**src/design/msp_pkg.sv**
```systemverilog
// ----------------------------------------------------------------------------
// msp_pkg
// Shared types and constants for the saddle point search block.
// ----------------------------------------------------------------------------
package msp_pkg;

   localparam int DATA_W    = 32;
   localparam int IDX_W     = 3;
   localparam int CSR_W     = 4;
   localparam int CSR_IDX_W = 2;

   localparam logic [CSR_IDX_W-1:0] CSR_ROW_COUNT = 2'd0;
   localparam logic [CSR_IDX_W-1:0] CSR_COL_COUNT = 2'd1;

   typedef logic signed [DATA_W-1:0] data_type;

   typedef struct packed {
      logic gt_row;
      logic lt_col;
      logic eq_row;
      logic eq_col;
   } cmp_result_type;

endpackage

```
**src/design/msp_store.sv**
```systemverilog
// ----------------------------------------------------------------------------
// msp_store
// Element store: one write port, one read port with registered read data.
// ----------------------------------------------------------------------------
module msp_store #(
   parameter int AW = 6
) (
   input  logic             clock,
   input  logic             wr_en,
   input  logic [AW-1:0]    wr_addr,
   input  msp_pkg::data_type wr_data,
   input  logic [AW-1:0]    rd_addr,
   output msp_pkg::data_type rd_data
);

   msp_pkg::data_type mem [1 << AW];
   msp_pkg::data_type rd_data_ff;

   always_ff @(posedge clock) begin
      if (wr_en) begin
         mem[wr_addr] <= wr_data;
      end
      rd_data_ff <= mem[rd_addr];
   end

   assign rd_data = rd_data_ff;

endmodule

```
**src/design/msp_cmp.sv**
```systemverilog
// ----------------------------------------------------------------------------
// msp_cmp
// Shared compare unit: one operand against a row bound and a column bound.
// ----------------------------------------------------------------------------
module msp_cmp (
   input  msp_pkg::data_type       operand,
   input  msp_pkg::data_type       row_bound,
   input  msp_pkg::data_type       col_bound,
   output msp_pkg::cmp_result_type result
);

   always_comb begin
      result.gt_row = operand > row_bound;
      result.lt_col = operand < col_bound;
      result.eq_row = operand == row_bound;
      result.eq_col = operand == col_bound;
   end

endmodule

```
**src/design/matrix_saddle_point_finder.sv**
```systemverilog
// ----------------------------------------------------------------------------
// matrix_saddle_point_finder
// Loads a signed matrix element by element and reports its saddle elements.
// ----------------------------------------------------------------------------
// Elements enter in row-major order, one per cycle, while busy is low; row
// maxima and column minima are kept as they load. The beat that carries the
// last element starts a scan that reads the element store once per cycle
// through its single read port and checks each element with the one shared
// compare unit; busy stays high through the scan and the states that follow it.
// Results leave on rsp_strobe, at most one per cycle, in row-major order,
// the final one with rsp_last set; the receiver cannot stall them. With no
// saddle element a single beat with rsp_found low is sent. A size write
// abandons a partly loaded matrix.
module matrix_saddle_point_finder #(
   parameter int MAX_DIM = 8
) (
   input  logic                                clock,
   input  logic                                reset,
   input  logic                                start,
   output logic                                busy,
   input  logic signed [msp_pkg::DATA_W-1:0]   req_value,
   output logic                                rsp_strobe,
   output logic signed [msp_pkg::DATA_W-1:0]   rsp_element,
   output logic [msp_pkg::IDX_W-1:0]           rsp_row_index,
   output logic [msp_pkg::IDX_W-1:0]           rsp_col_index,
   output logic                                rsp_found,
   output logic                                rsp_last,
   input  logic                                csr_write,
   input  logic [msp_pkg::CSR_IDX_W-1:0]       csr_index,
   input  logic [msp_pkg::CSR_W-1:0]           csr_data
);

   localparam int DW = $clog2(MAX_DIM);
   localparam int AW = 2 * DW;

   localparam logic [1:0] ST_LOAD  = 2'd0;
   localparam logic [1:0] ST_SCAN  = 2'd1;
   localparam logic [1:0] ST_DRAIN = 2'd2;
   localparam logic [1:0] ST_FIN   = 2'd3;

   function automatic logic [DW-1:0] last_of(input logic [msp_pkg::CSR_W-1:0] d);
      logic [msp_pkg::CSR_W-1:0] lim;
      lim = msp_pkg::CSR_W'(MAX_DIM);
      if (d == '0) begin
         return '0;
      end else if (d > lim) begin
         return DW'(MAX_DIM - 1);
      end else begin
         return DW'(d - msp_pkg::CSR_W'(1));
      end
   endfunction

   logic [1:0]    state_ff, state_in;
   logic [DW-1:0] row_last_ff, row_last_in;
   logic [DW-1:0] col_last_ff, col_last_in;
   logic [DW-1:0] load_row_ff, load_row_in;
   logic [DW-1:0] load_col_ff, load_col_in;
   logic [DW-1:0] scan_row_ff, scan_row_in;
   logic [DW-1:0] scan_col_ff, scan_col_in;
   logic          s2_valid_ff, s2_valid_in;
   logic          s2_end_ff, s2_end_in;
   logic [DW-1:0] s2_row_ff, s2_row_in;
   logic [DW-1:0] s2_col_ff, s2_col_in;
   logic          pend_valid_ff, pend_valid_in;
   msp_pkg::data_type pend_elem_ff, pend_elem_in;
   logic [DW-1:0] pend_row_ff, pend_row_in;
   logic [DW-1:0] pend_col_ff, pend_col_in;
   logic          strobe_ff, strobe_in;
   msp_pkg::data_type out_elem_ff, out_elem_in;
   logic [DW-1:0] out_row_ff, out_row_in;
   logic [DW-1:0] out_col_ff, out_col_in;
   logic          out_found_ff, out_found_in;
   logic          out_last_ff, out_last_in;

   msp_pkg::data_type row_max_ff [MAX_DIM];
   msp_pkg::data_type col_min_ff [MAX_DIM];

   logic                   accept;
   logic                   row_max_we;
   logic                   col_min_we;
   logic                   hit;
   logic [AW-1:0]          rd_addr;
   msp_pkg::data_type      rd_data;
   msp_pkg::data_type      cmp_operand;
   msp_pkg::data_type      cmp_row_bound;
   msp_pkg::data_type      cmp_col_bound;
   msp_pkg::cmp_result_type cmp_res;

   assign busy   = state_ff != ST_LOAD;
   assign accept = start && !busy;

   msp_store #(
      .AW (AW)
   ) u_store (
      .clock   (clock),
      .wr_en   (accept),
      .wr_addr ({load_row_ff, load_col_ff}),
      .wr_data (req_value),
      .rd_addr (rd_addr),
      .rd_data (rd_data)
   );

   assign rd_addr = {scan_row_ff, scan_col_ff};

   always_comb begin
      if (busy) begin
         cmp_operand   = rd_data;
         cmp_row_bound = row_max_ff[s2_row_ff];
         cmp_col_bound = col_min_ff[s2_col_ff];
      end else begin
         cmp_operand   = req_value;
         cmp_row_bound = row_max_ff[load_row_ff];
         cmp_col_bound = col_min_ff[load_col_ff];
      end
   end

   msp_cmp u_cmp (
      .operand   (cmp_operand),
      .row_bound (cmp_row_bound),
      .col_bound (cmp_col_bound),
      .result    (cmp_res)
   );

   assign row_max_we = accept && (load_col_ff == '0 || cmp_res.gt_row);
   assign col_min_we = accept && (load_row_ff == '0 || cmp_res.lt_col);
   assign hit        = s2_valid_ff && cmp_res.eq_row && cmp_res.eq_col;

   always_comb begin
      state_in      = state_ff;
      row_last_in   = row_last_ff;
      col_last_in   = col_last_ff;
      load_row_in   = load_row_ff;
      load_col_in   = load_col_ff;
      scan_row_in   = scan_row_ff;
      scan_col_in   = scan_col_ff;
      s2_valid_in   = 1'b0;
      s2_end_in     = 1'b0;
      s2_row_in     = scan_row_ff;
      s2_col_in     = scan_col_ff;
      pend_valid_in = pend_valid_ff;
      pend_elem_in  = pend_elem_ff;
      pend_row_in   = pend_row_ff;
      pend_col_in   = pend_col_ff;
      strobe_in     = 1'b0;
      out_elem_in   = out_elem_ff;
      out_row_in    = out_row_ff;
      out_col_in    = out_col_ff;
      out_found_in  = out_found_ff;
      out_last_in   = out_last_ff;

      if (csr_write) begin
         if (csr_index == msp_pkg::CSR_ROW_COUNT) begin
            load_row_in = '0;
            load_col_in = '0;
            row_last_in = last_of(csr_data);
         end else if (csr_index == msp_pkg::CSR_COL_COUNT) begin
            load_row_in = '0;
            load_col_in = '0;
            col_last_in = last_of(csr_data);
         end
      end

      // hold the newest hit back one step so the final one can carry last
      if (hit) begin
         if (pend_valid_ff) begin
            strobe_in    = 1'b1;
            out_elem_in  = pend_elem_ff;
            out_row_in   = pend_row_ff;
            out_col_in   = pend_col_ff;
            out_found_in = 1'b1;
            out_last_in  = 1'b0;
         end
         pend_valid_in = 1'b1;
         pend_elem_in  = rd_data;
         pend_row_in   = s2_row_ff;
         pend_col_in   = s2_col_ff;
      end

      unique case (state_ff)
         ST_LOAD: begin
            if (accept) begin
               if (load_col_ff == col_last_ff) begin
                  load_col_in = '0;
                  if (load_row_ff == row_last_ff) begin
                     load_row_in   = '0;
                     scan_row_in   = '0;
                     scan_col_in   = '0;
                     pend_valid_in = 1'b0;
                     state_in      = ST_SCAN;
                  end else begin
                     load_row_in = load_row_ff + DW'(1);
                  end
               end else begin
                  load_col_in = load_col_ff + DW'(1);
               end
            end
         end
         ST_SCAN: begin
            s2_valid_in = 1'b1;
            if (scan_col_ff == col_last_ff) begin
               scan_col_in = '0;
               if (scan_row_ff == row_last_ff) begin
                  s2_end_in = 1'b1;
                  state_in  = ST_DRAIN;
               end else begin
                  scan_row_in = scan_row_ff + DW'(1);
               end
            end else begin
               scan_col_in = scan_col_ff + DW'(1);
            end
         end
         ST_DRAIN: begin
            if (s2_end_ff) begin
               state_in = ST_FIN;
            end
         end
         ST_FIN: begin
            strobe_in     = 1'b1;
            out_last_in   = 1'b1;
            pend_valid_in = 1'b0;
            if (pend_valid_ff) begin
               out_elem_in  = pend_elem_ff;
               out_row_in   = pend_row_ff;
               out_col_in   = pend_col_ff;
               out_found_in = 1'b1;
            end else begin
               out_elem_in  = '0;
               out_row_in   = '0;
               out_col_in   = '0;
               out_found_in = 1'b0;
            end
            state_in = ST_LOAD;
         end
         default: begin
            state_in = ST_LOAD;
         end
      endcase
   end

   always_ff @(posedge clock) begin
      if (reset) begin
         state_ff      <= ST_LOAD;
         row_last_ff   <= DW'(MAX_DIM - 1);
         col_last_ff   <= DW'(MAX_DIM - 1);
         load_row_ff   <= '0;
         load_col_ff   <= '0;
         scan_row_ff   <= '0;
         scan_col_ff   <= '0;
         s2_valid_ff   <= 1'b0;
         s2_end_ff     <= 1'b0;
         pend_valid_ff <= 1'b0;
         strobe_ff     <= 1'b0;
      end else begin
         state_ff      <= state_in;
         row_last_ff   <= row_last_in;
         col_last_ff   <= col_last_in;
         load_row_ff   <= load_row_in;
         load_col_ff   <= load_col_in;
         scan_row_ff   <= scan_row_in;
         scan_col_ff   <= scan_col_in;
         s2_valid_ff   <= s2_valid_in;
         s2_end_ff     <= s2_end_in;
         pend_valid_ff <= pend_valid_in;
         strobe_ff     <= strobe_in;
      end
   end

   always_ff @(posedge clock) begin
      s2_row_ff    <= s2_row_in;
      s2_col_ff    <= s2_col_in;
      pend_elem_ff <= pend_elem_in;
      pend_row_ff  <= pend_row_in;
      pend_col_ff  <= pend_col_in;
      out_elem_ff  <= out_elem_in;
      out_row_ff   <= out_row_in;
      out_col_ff   <= out_col_in;
      out_found_ff <= out_found_in;
      out_last_ff  <= out_last_in;
      if (row_max_we) begin
         row_max_ff[load_row_ff] <= req_value;
      end
      if (col_min_we) begin
         col_min_ff[load_col_ff] <= req_value;
      end
   end

   assign rsp_strobe    = strobe_ff;
   assign rsp_element   = out_elem_ff;
   assign rsp_row_index = msp_pkg::IDX_W'(out_row_ff);
   assign rsp_col_index = msp_pkg::IDX_W'(out_col_ff);
   assign rsp_found     = out_found_ff;
   assign rsp_last      = out_last_ff;

endmodule

```
**config.mk**
```make
export PLATFORM = sky130hd
export DESIGN_NAME = matrix_saddle_point_finder
export DESIGN_NICKNAME = d
export VERILOG_FILES = /design/src/design/msp_pkg.sv /design/src/design/msp_store.sv /design/src/design/msp_cmp.sv /design/src/design/matrix_saddle_point_finder.sv
export SDC_FILE = /design/constraint.sdc
export NUM_CORES = 2
export LEC_CHECK = 0
export BUFFER_PORTS_ARGS = -buffer_cell sky130_fd_sc_hd__buf_2
export CAP_MARGIN = 30
export CORE_MARGIN = 1
export CORE_UTILIZATION = 30
export CTS_CLUSTER_DIAMETER = 80
export CTS_CLUSTER_SIZE = 25
export DETAILED_ROUTE_END_ITERATION = 12
export PLACE_DENSITY_LB_ADDON = 0.2
export SYNTH_ARGS = -nofsm -noshare
export SYNTH_HDL_FRONTEND = slang
export SYNTH_SLANG_ARGS = --single-unit
```
**constraint.sdc**
```tcl
create_clock -name clock -period 9.3 [get_ports clock]
set_input_delay 0.93 -clock clock [delete_from_list [all_inputs] [get_ports clock]]
set_output_delay 0.93 -clock clock [all_outputs]
set_load 0.01 [all_outputs]
```
==> out/metrics.cfg <==
[status]
status=finished, violations left
violations=DRC

[detailed_routing]
ant_nets=0
post_drt_wl_per_cell_um=32.6
drc=30
vias_per_cell=5.34
drt_wl_total_um=332000
first_iter_violations=6786
drt-pass1-iter-count=9
vias=54476

[floorplanning]
chipWidth_um=600
dieArea_um2=360000
start_util_pct=30.1
die_h_um=600
ioPinCount=84
design.core.area_um2=356000
rows=219

[synthesis]
synth_seq_area_share_pct=75.0
synth_cells=5149
synth_common_cells=2637 x edfxtp_1, 680 x mux4_2, 212 x a22oi_1
synth_most_common_cell=edfxtp_1
synth_area_um2=107000
yosysUniqueCellTypes=66
ys_warn_count=0
syn_area_per_cell_um2=20.8
synth_edf_count=2637
synth_ff_type=edfxtp_1
synthTopCellsByArea=edfxtp_1 74%, mux4_2 14%, a22oi_1 1.5%, dfxtp_1 1.2%, mux2_2 1.1%
ys_ff_latch=2700
yosys.area.top_type=edfxtp_1
synth_top_area_share_pct=73.8
ys_async_sr_fraction_pct=0
syn-num-nets=5266

[critical_path]
crit_top_cell=nand4_1
critical_path.cell_chain=inv_1, nor2_1, a22oi_1, nand4_1, o21ai_0, ha_1, nand4_1, or4_1, nor4_4, buf_4, nand2_1, nand2_2, buf_12
crit_buf_inv=3
timing.reg2reg.setup_slack_ns=3.18
cpMaxStageDelayCell=nor2_1
r2r-end=rsp_element[22]
reg2reg_from=load_row_ff[2]
critPathCaptureType=register
crit_fanout=49
cp_top_family=simple AND/OR/NAND/NOR gates
cp_data_arrival_time_ns=6.69
slowest_delay_ns=0.92
cp.required_ns=9.86
reg2reg_depth=13
startpoint_type=register
crit_type=register to register

[place]
portBuffers=83
dp_hpwl_um=197000
place.gp.congestion=0.868

[final_layout]
drive_gt1_share_pct=26.9
area.growth.synth_to_final_pct=12.0
fin_nets=5442

[power_and_ir_drop]
p_seq_share_pct=61.3
switching_share_pct=22.2
p_comb_share_pct=3.5
leakage_nw=35.5
p_int_w=0.0171
ir_drop_v=0.000124
p_clk_share_pct=35.2
power_switching_w=0.00488
cellPowerDensity_nw_per_um2=183

[sta]
worst_pin_slew_ns=1.25
fmaxAchievable_mhz=163
skew_ns=0.0825
finalHoldViolations=0
period_needed_ns=6.12
finalMaxSlewViolations=0
relSlewSlack_pct=16.5
finalCritPeriodShare_pct=65.8
setup-violations-final=0
rsz0062_at_grt=false
fin_setup_tns_ns=0
whs_ns=0.356

[cts]
cts_made_buffers=152
cts-root-buf=clkbuf_16
clk_latency_ns=0.90
cts_max_path_buffers=4
post_cts.repair.setup_buffers=0
cts_tree=yes
htreeDepth=4
holdBufCountCts=0
cts_sinks=2700
post_cts_resized=0
path_clk_slew_ns=0.09

[global_routing]
grt_usage_pct=18.1
grtUsageMet2_pct=29.0
grt_antenna_before_repair=36
busiest_layer=met2
grt_max_degree=96
globalRoute.totalOverflow=0
grt_pass1_wl_um=457000
met3_usage_pct=2.28
grt_pass1_vias=54539
use_met1_pct=26.3

[worst_hold_path]
holdPathStages=1
hold_start=req_value[30]
min_path_type=input pin to register
min_delay_worst_endpoint=col_min_ff[1][30]

[flow_run]
cap_violations=0

[through the flow]
step	worst slack, ns	cells	power, W	cell area, um^2	util (%)
2_1_floorplan	2.40	5149	0.0140	107000	-
3_3_place_gp	3.12	9911	0.0145	115000	32.3
3_5_place_dp	3.29	9919	0.0145	115000	32.3
4_1_cts	3.28	10176	0.0222	120000	33.7
5_1_grt	2.97	10179	0.0226	120000	33.7
6_report	3.18	10192	0.0219	120000	33.8
[worst max-delay path by stage]
| stage | slack (ns) | depth (start not counted) | to | from |
|---|---|---|---|---|
| 2_1_floorplan | 2.40 | 12 | row_max_ff[0][0] | s2_row_ff[0] |
| 3_3_place_gp | 3.12 | 13 | rsp_element[19] | s2_col_ff[0] |
| 3_5_place_dp | 3.29 | 13 | rsp_element[23] | load_row_ff[2] |
| 4_1_cts | 3.28 | 13 | rsp_found | load_row_ff[2] |
| 5_1_grt | 2.97 | 14 | rsp_element[22] | load_row_ff[2] |
| 6_report | 3.18 | 13 | rsp_element[22] | load_row_ff[2] |
[cells in the final DEF (no fill, tap or decap), types with 86 or more instances in the layout]
| cell | netlist | layout |
|---|---|---|
| a21oi_1 | 109 | 109 |
| a221oi_1 | 86 | 86 |
| a22oi_1 | 212 | 212 |
| clkbuf_16 | 0 | 153 |
| mux4_2 | 680 | 680 |
| nand2_1 | 159 | 158 |
| buf_4 | 11 | 250 |
| mux2_2 | 106 | 106 |
| nor2_1 | 193 | 118 |
| edfxtp_1 | 2637 | 2637 |
| mux2i_1 | 90 | 89 |
[metal layers]
metal  vias up  wire length, um
met5         -               11
met4         2             8470
met3       294            20900
met2      1944           156000
met1     30149           147000
li1      22087                -
[power by group through the flow]
stage,clock (W),sequential (W),combinational (W)
global route,0.00827,0.0135,0.000829
global placement,0,0.0137,0.000769
detailed placement,0,0.0137,0.000782
floorplan,0,0.0137,0.000292
CTS,0.00792,0.0134,0.000784
finish,0.00772,0.0135,0.000778
[registers in the layout (all words and copies together) (netlist names), 2 cells and up]
signal and count:
load_col_ff 3, s2_col_in 3, s2_col_ff 3, pend_elem_ff 32, load_row_ff 3, rsp_row_index 3
rsp_col_index 3, u_store.rd_data 32, state_ff 2, u_store.mem 2048, s2_row_in 3, col_last_ff 3
pend_row_ff 3, col_min_ff 256, row_max_ff 256, s2_row_ff 3, pend_col_ff 3, row_last_ff 3
rsp_element 32
[cells by family after synthesis]
| kind of cell | after synthesis | share of synthesized area (%) |
|---|---|---|
| AOI/OAI and AO/OA | 627 | 4.24 |
| buffers and inverters | 321 | 1.30 |
| xor gates and xnor gates | 12 | 0.0980 |
| and+or+nand+nor | 538 | 2.27 |
| muxes | 876 | 16.2 |
| DFF | 2700 | 75.0 |
| adders and majority gates | 75 | 0.875 |
[final cells by class]
cell class	instances	area [um^2]
Fill cell	33355	236000
Sequential cell	2700	80500
Multi-Input combinational cell	2128	26100
Tap cell	4751	5940
Clock buffer	178	3960
Timing Repair Buffer	327	2540
Clock inverter	79	1010
Inverter	16	60.1
Antenna cell	13	32.5
No activity file was read; power rests on OpenSTA's default activity.
